--- config.mk ---
export PLATFORM = sky130hd
export DESIGN_NAME = drrip_db_ctrl
export DESIGN_NICKNAME = d
export VERILOG_FILES = /design/src/rtl/drrip_deadblock_replacement_top_defines.svh /design/src/rtl/drrip_db_pkg.sv /design/src/rtl/drrip_db_ctrl.sv
export SDC_FILE = /design/constraint.sdc
export NUM_CORES = 1
export LEC_CHECK = 0
export BUFFER_PORTS_ARGS = -buffer_cell sky130_fd_sc_hd__buf_4
export CORE_ASPECT_RATIO = 0.9
export CORE_MARGIN = 2
export CORE_UTILIZATION = 35
export DETAILED_ROUTE_END_ITERATION = 8
export PLACE_DENSITY_LB_ADDON = 0.2
export SLEW_MARGIN = 20
export SYNTH_ARGS = -nofsm -noshare
export SYNTH_HDL_FRONTEND = slang
export SYNTH_SLANG_ARGS = --single-unit
--- constraint.sdc ---
create_clock -name clk -period 2.02 [get_ports clk]
set_clock_uncertainty 0.1 [all_clocks]
set_input_delay 0.505 -clock clk [delete_from_list [all_inputs] [get_ports clk]]
set_output_delay 0.505 -clock clk [all_outputs]
set_load 0.02 [all_outputs]
--- src/rtl/drrip_deadblock_replacement_top_defines.svh ---
// Assertion macros shared by the replacement engine RTL.
// No dependencies; taken in by the top level through `include.
`ifndef DRRIP_DEADBLOCK_REPLACEMENT_TOP_DEFINES_SVH
`define DRRIP_DEADBLOCK_REPLACEMENT_TOP_DEFINES_SVH

`ifndef SYNTHESIS

// Same-cycle implication, disabled while reset is low.
`define DRRIP_DB_ASSERT_IMP(lbl, clk, rstn, ante, cons, msg) \
  lbl: assert property (@(posedge clk) disable iff (!(rstn)) (ante) |-> (cons)) \
    else $error(msg);

// Next-cycle implication, disabled while reset is low.
`define DRRIP_DB_ASSERT_NXT(lbl, clk, rstn, ante, cons, msg) \
  lbl: assert property (@(posedge clk) disable iff (!(rstn)) (ante) |=> (cons)) \
    else $error(msg);

`else

`define DRRIP_DB_ASSERT_IMP(lbl, clk, rstn, ante, cons, msg)
`define DRRIP_DB_ASSERT_NXT(lbl, clk, rstn, ante, cons, msg)

`endif

`endif

--- src/rtl/drrip_db_pkg.sv ---
// Shared constants, codes and controller/datapath types for the replacement engine.
// No dependencies.
`default_nettype none

package drrip_db_pkg;

  // Geometry
  localparam int NUM_SETS      = 2048;
  localparam int NUM_WAYS      = 16;
  localparam int LEADER_COUNT  = 32;
  localparam int SELECTOR_BITS = 10;

  localparam int SET_W = $clog2(NUM_SETS);
  localparam int WAY_W = $clog2(NUM_WAYS);
  localparam int CNT_W = SET_W + 1;
  localparam int ROW_W = 2 * NUM_WAYS;

  // Word field widths
  localparam int IN_CMD_W  = 2;
  localparam int IN_SET_W  = 11;
  localparam int IN_WAY_W  = 4;
  localparam int IN_DRAW_W = 5;
  localparam int OUT_WAY_W = 4;
  localparam int OUT_INS_W = 2;
  localparam int OUT_SEL_W = 10;

  localparam int BR_BASE = NUM_SETS - LEADER_COUNT;

  localparam logic [1:0] RRPV_MAX  = 2'd3;
  localparam logic [1:0] RRPV_LONG = 2'd2;
  localparam logic [1:0] DEAD_MAX  = 2'd3;

  localparam logic [SELECTOR_BITS-1:0] PSEL_MID =
    SELECTOR_BITS'(1 << (SELECTOR_BITS - 1));
  localparam logic [SELECTOR_BITS-1:0] PSEL_TOP =
    SELECTOR_BITS'((1 << SELECTOR_BITS) - 1);

  typedef enum logic [1:0] {
    CMD_VICTIM = 2'd0,
    CMD_HIT    = 2'd1,
    CMD_FILL   = 2'd2,
    CMD_DECAY  = 2'd3
  } command_t;

  typedef enum logic [2:0] {
    ST_CLEAR,
    ST_IDLE,
    ST_EXEC,
    ST_DECAY,
    ST_RESP
  } ctrl_state_t;

  typedef enum logic [1:0] {
    WR_NONE,
    WR_CLEAR,
    WR_EXEC,
    WR_DECAY
  } wr_kind_t;

  typedef struct packed {
    logic             capture;    // latch input word, read its set row
    logic             sweep_rd;   // read row at sweep_addr
    logic [SET_W-1:0] sweep_addr;
    wr_kind_t         wr_kind;
    logic             out_load;   // load result register
  } dp_cmd_t;

  typedef struct packed {
    logic is_decay;
  } dp_status_t;

endpackage

`default_nettype wire

--- src/rtl/drrip_db_ctrl.sv ---
// Controller: clearing pass, command sequencing, decay sweep and result handshake.
// Depends on drrip_db_pkg; drives drrip_db_datapath through dp_cmd_t.
`default_nettype none

module drrip_db_ctrl import drrip_db_pkg::*; (
  input  wire logic       clk,
  input  wire logic       rst_n,
  input  wire logic       in_valid,
  output logic            in_ready,
  output logic            out_valid,
  input  wire logic       out_ready,
  input  wire dp_status_t status,
  output dp_cmd_t         cmd
);

  ctrl_state_t      state_r, state_nxt;
  logic [CNT_W-1:0] cnt_r, cnt_nxt;
  logic             out_valid_r, out_valid_nxt;
  logic             slot_free, clear_last, sweep_end;

  assign slot_free  = !out_valid_r || out_ready;
  assign clear_last = (cnt_r == CNT_W'(NUM_SETS - 1));
  assign sweep_end  = (cnt_r == CNT_W'(NUM_SETS));

  // Next state
  always_comb begin
    state_nxt = state_r;
    case (state_r)
      ST_CLEAR: if (clear_last) state_nxt = ST_IDLE;
      ST_IDLE:  if (in_valid) state_nxt = ST_EXEC;
      ST_EXEC: begin
        if (status.is_decay) state_nxt = ST_DECAY;
        else if (slot_free)  state_nxt = ST_IDLE;
      end
      ST_DECAY: if (sweep_end) state_nxt = ST_RESP;
      ST_RESP:  if (slot_free) state_nxt = ST_IDLE;
      default:  state_nxt = ST_CLEAR;
    endcase
  end

  // Row counter for clearing pass and decay sweep
  always_comb begin
    case (state_r)
      ST_CLEAR: cnt_nxt = clear_last ? '0 : cnt_r + 1'b1;
      ST_DECAY: cnt_nxt = cnt_r + 1'b1;
      default:  cnt_nxt = '0;
    endcase
  end

  // Outputs
  always_comb begin
    in_ready       = 1'b0;
    cmd.capture    = 1'b0;
    cmd.sweep_rd   = 1'b0;
    cmd.sweep_addr = cnt_r[SET_W-1:0];
    cmd.wr_kind    = WR_NONE;
    cmd.out_load   = 1'b0;
    case (state_r)
      ST_CLEAR: cmd.wr_kind = WR_CLEAR;
      ST_IDLE: begin
        in_ready    = 1'b1;
        cmd.capture = in_valid;
      end
      ST_EXEC: begin
        if (!status.is_decay && slot_free) begin
          cmd.wr_kind  = WR_EXEC;
          cmd.out_load = 1'b1;
        end
      end
      ST_DECAY: begin
        cmd.sweep_rd = !sweep_end;
        if (cnt_r != '0) cmd.wr_kind = WR_DECAY;
      end
      ST_RESP: cmd.out_load = slot_free;
      default: ;
    endcase
  end

  assign out_valid_nxt = cmd.out_load ? 1'b1 : (out_ready ? 1'b0 : out_valid_r);
  assign out_valid     = out_valid_r;

  always_ff @(posedge clk) begin
    if (!rst_n) begin
      state_r     <= ST_CLEAR;
      cnt_r       <= '0;
      out_valid_r <= 1'b0;
    end else begin
      state_r     <= state_nxt;
      cnt_r       <= cnt_nxt;
      out_valid_r <= out_valid_nxt;
    end
  end

endmodule

`default_nettype wire

Yosys cells after proc, flatten, opt, wreduce, memory -nomap -nowiden
Index checks and enable logic that the tools add are counted.
W data, S select, Z words.
{"block": "word_totals", "regBits": 16, "inputBits": 5, "output_inout_bits": 18}
{"block": "classes", "addsub": 1, "n_eq_ne": 9, "muxes": 17, "n_reduce_logical": 9}
{"op": "$pmux W12 S2", "n": 1}
{"op": "$mux W3", "n": 6}
{"op": "$pmux W3 S5", "n": 1}
{"op": "$add A12 B1 Y12 const B", "n": 1}
{"op": "$eq A12 B11 Y1 const B", "n": 1}
{"op": "$eq A12 B12 Y1 const B", "n": 1}
{"op": "$mux W12", "n": 1}
{"op": "$reduce_bool A12 Y1", "n": 1}
{"op": "$eq A3 B2 Y1 const B", "n": 2}
{"op": "$ne A2 B2 Y1 const B", "n": 3}
{"op": "$pmux W2 S3", "n": 1}
{"op": "$mux W1", "n": 5}
{"op": "$eq A3 B1 Y1 const B", "n": 1}
{"op": "$eq A3 B3 Y1 const B", "n": 1}
{"op": "$logic_not A1 Y1", "n": 3}
{"op": "$logic_not A3 Y1", "n": 1}
{"op": "$reduce_and A3 Y1", "n": 1}
{"op": "$mux W2", "n": 1}
{"op": "$pmux W1 S2", "n": 1}
{"op": "$reduce_bool A2 Y1", "n": 1}
{"op": "$logic_and A1 B1 Y1", "n": 1}
{"op": "$logic_or A1 B1 Y1", "n": 1}

Longest topological paths before layout
{"block": "logic_depth", "word_depth": 6, "ltp_mapped": 6}

Least setup slack after synthesis
OpenSTA, ideal clock, no wires.
{"block": "synth_timing", "kind": "flip-flop to output port", "start": "register state_r[0]", "end": "output cmd[15] in the netlist's numbering", "arrival_time_ns": 1.497, "t_required_ns": 1.415, "path_slack_ns": -0.082, "path_stages_with_launch": 4, "path_buffers": 1, "cell_sequence": "dfxtp_1 -> clkbuf_1 -> nor3b_1 -> and2_1"}
{"item": "start: declaration", "line_no": "drrip_db_ctrl.sv:16", "text": "ctrl_state_t state_r, state_nxt;"}
{"item": "start signal: assignment", "line_no": "drrip_db_ctrl.sv:88", "text": "state_r <= state_nxt;"}
{"item": "end: declaration", "line_no": "drrip_db_ctrl.sv:13", "text": "output dp_cmd_t cmd"}

==> results.toml <==
[pwr]
ir_drop_uv = 259
power.leakage_nw = 0.552
power_density_nw_per_um2 = 469

[final_layout]
syn2layout_area_growth_pct = 30.3
drive_gt1_frac = 0.406
layout_commonest_cell = "buf_4"
final_cell_mix = "buf_4 (34), nor2_1 (12), dfxtp_1 (10)"
n_antenna_cell = 0
fin_nets = 151
final_core_util = 0.479
stdcell_count = 183

[timing]
period_needed_ps = 2140
hold_viol = 0
tightestPinTransition_ps = 321
slew_headroom = 0.784
fmax_mhz = 468
fin_crit_sh = 1.06
grt_setup_unrepaired = "yes"
setup_slack_ps = -118
holdWs_ps = 350
slew_violations = 0
setup_viol = 3

[floorplan]
start_util = 0.368
die_area_sq_um = 3310
die_h_um = 54.8
coreArea_sq_um = 2730
rows = 18
die_width_um = 60.4
io_pins = 23

[synthesis]
ys_types = 38
synthMuxAreaShare = 0.00999
synth_top_family_by_area = "simple AND/OR/NAND/NOR gates"
syn_area_sq_um = 1000
synth_compound_area_frac = 0.129
synth_seq_area_share = 0.320
yosys.area_share.simple = 0.315
ys_async_sr_fraction = 0
yosys-top-cells-area = "dfxtp_1 (32%), buf_4 (9.0%), xor2_1 (6.1%)"
ys_warn_count = 0
synth_xor_area_frac = 0.0874
synth_edf_count = 0
ys.flop_type = "dfxtp_1"
post-synth-top-area-fraction = 0.320
synth_cells = 119
avgSynthCellArea_sq_um = 8.42
synthAdderAreaFrac = 0.0250
synth_fp_nets = 126
synth_top_cell_by_area = "dfxtp_1"
synth-seq-cells = 16

[setup_path]
r2r.worst_path.cells = 6
cp.arrival_ps = 1530
start_kind = "register"
critical-path-top-delay-family = "flip-flops"
crit_chain = "nor4_4 -> buf_4 -> nand3_2 -> o211ai_1 -> a21oi_1 -> buf_4"
worstPathMaxFanout = 2
critPathLaunch = "cnt_r[5]$_SDFF_PN0_"
path_class = "reg2out"
r2r_start = "cnt_r[0]$_SDFF_PN0_"
slowest_stage = "dfxtp_2"
cp_common_cell = "buf_4"
reg2reg_slack_ps = 340
timing.rr.end = "state_r[2]$_SDFFE_PN0P_"
cp_slowest_stage_delay_ps = 350
critPathRequiredTime_ps = 1410
endpoint_kind = "output pin"
cp.buffers_inverters = 2

[route]
drt_wl_total_um = 2260
vias = 878
drc = 0
vias_per_cell = 4.80
dr.first_iter.drc_count = 29
wl_per_cell_um = 12.3
first_pass_iters = 4
drtAntennaViolNets = 0

[global_route]
antenna_found_initial = 0
grt_use_total = 0.148
grt_pass1_vias = 804
grt_pass1_wl_um = 3570
grt_max_degree = 14
grt-ovfl-total = 0

[worst_hold_path]
worstHoldStart = "rst_n"
hold_class = "in2reg"
holdPathEnd = "out_valid$_SDFFE_PN0P_"
hold_depth = 2

[placed_design]
port_buffers = 22
place_ws_ps = 99.2
hpwl_um = 1640
dp_cells = 178
gp_congestion = 0.770

[clock_tree]
clk_pin_slew_ps = 90
clock_latency_ps = 290
htreeDepth = 1
root_buffer = "clkbuf_4"
cts_buffer_depth = 2
cts_tree = "built"
clock-sinks = 16
cts_made_buffers = 3

[status]
failed_checks = "negative setup slack"
status = "finished with violations"

[job]
maxCapViolCount = 0
## cells in the mapped netlist (4+ instances only)
library cell,n
dfxtp_1,16
buf_4,12
nand3_1,7
nor3_1,4
nor2b_1,4
nand2_1,6
xor2_1,7
nor2_1,12
and3_1,4
## per-stage QoR
stage               cell area [sq um]  TNS, ps  power [mW]
finish                           1310     -276       0.613
global route                     1310     -645       0.641
CTS                              1290     -307       0.621
detailed placement               1210        0       0.395
global placement                 1210        0       0.394
floorplan                        1010        0       0.371
## state kept, by name, summed over array words and instances, names as in the netlist
name,cells
state_r,3
cnt_r,12
out_valid,1
## how the worst max path moves through the flow
stage	to	slack (ps)	cells after the start
floorplan	cmd[1]	130	6
global placement	cmd[1]	140	6
CTS	cmd[1]	-130	6
detailed placement	cmd[2]	100	6
global route	cmd[1]	-270	6
finish	cmd[1]	-120	6
## worst reg2reg max path: cells and delay by family (launching register included)
family	cells	cell delay, ps
AO/OA/AOI/OAI	2	340
adder cells (fa/ha/maj)	1	250
AND/OR/NAND/NOR	2	450
flip-flops	1	340
buffers and inverters	1	130
## per-layer routing
metal	wire length, um	track usage	up-vias
li1	-	-	456
met1	1050	0.197	398
met2	1070	0.225	20
met3	119	0.0449	4
met4	25	0.0556	0
met5	0	0	-
## power breakdown
part	switching, mW	total (mW)	internal, mW
Combinational	0.0360	0.0720	0.0360
Clock	0.106	0.216	0.110
Sequential	0.00344	0.324	0.321
## cell type report
| type | instances | area [sq um] |
|---|---|---|
| tap | 40 | 50.0 |
| inverter | 3 | 11.3 |
| fill | 274 | 1420 |
| clock buffer | 4 | 36.3 |
| sequential | 16 | 328 |
| timing repair buffer | 35 | 267 |
| multi-input combinational | 85 | 614 |
## logic make-up (layout without fill, tap and decap cells)
family	Yosys count	after routing
buffers and inverters	18	42
AO/OA/AOI/OAI	16	16
multiplexers	1	1
adder cells (fa/ha/maj)	2	2
flip-flops	16	16
XOR/XNOR	10	10
AND/OR/NAND/NOR	56	56
## repair_timing
item                                    CTS  global route
setup buffers                             1             0
pin swaps                                 3             0
hold buffers                              0             0
endpoints found under the setup margin    4             5
resized for setup                        11             4
Power figures use the tool's default switching activity.
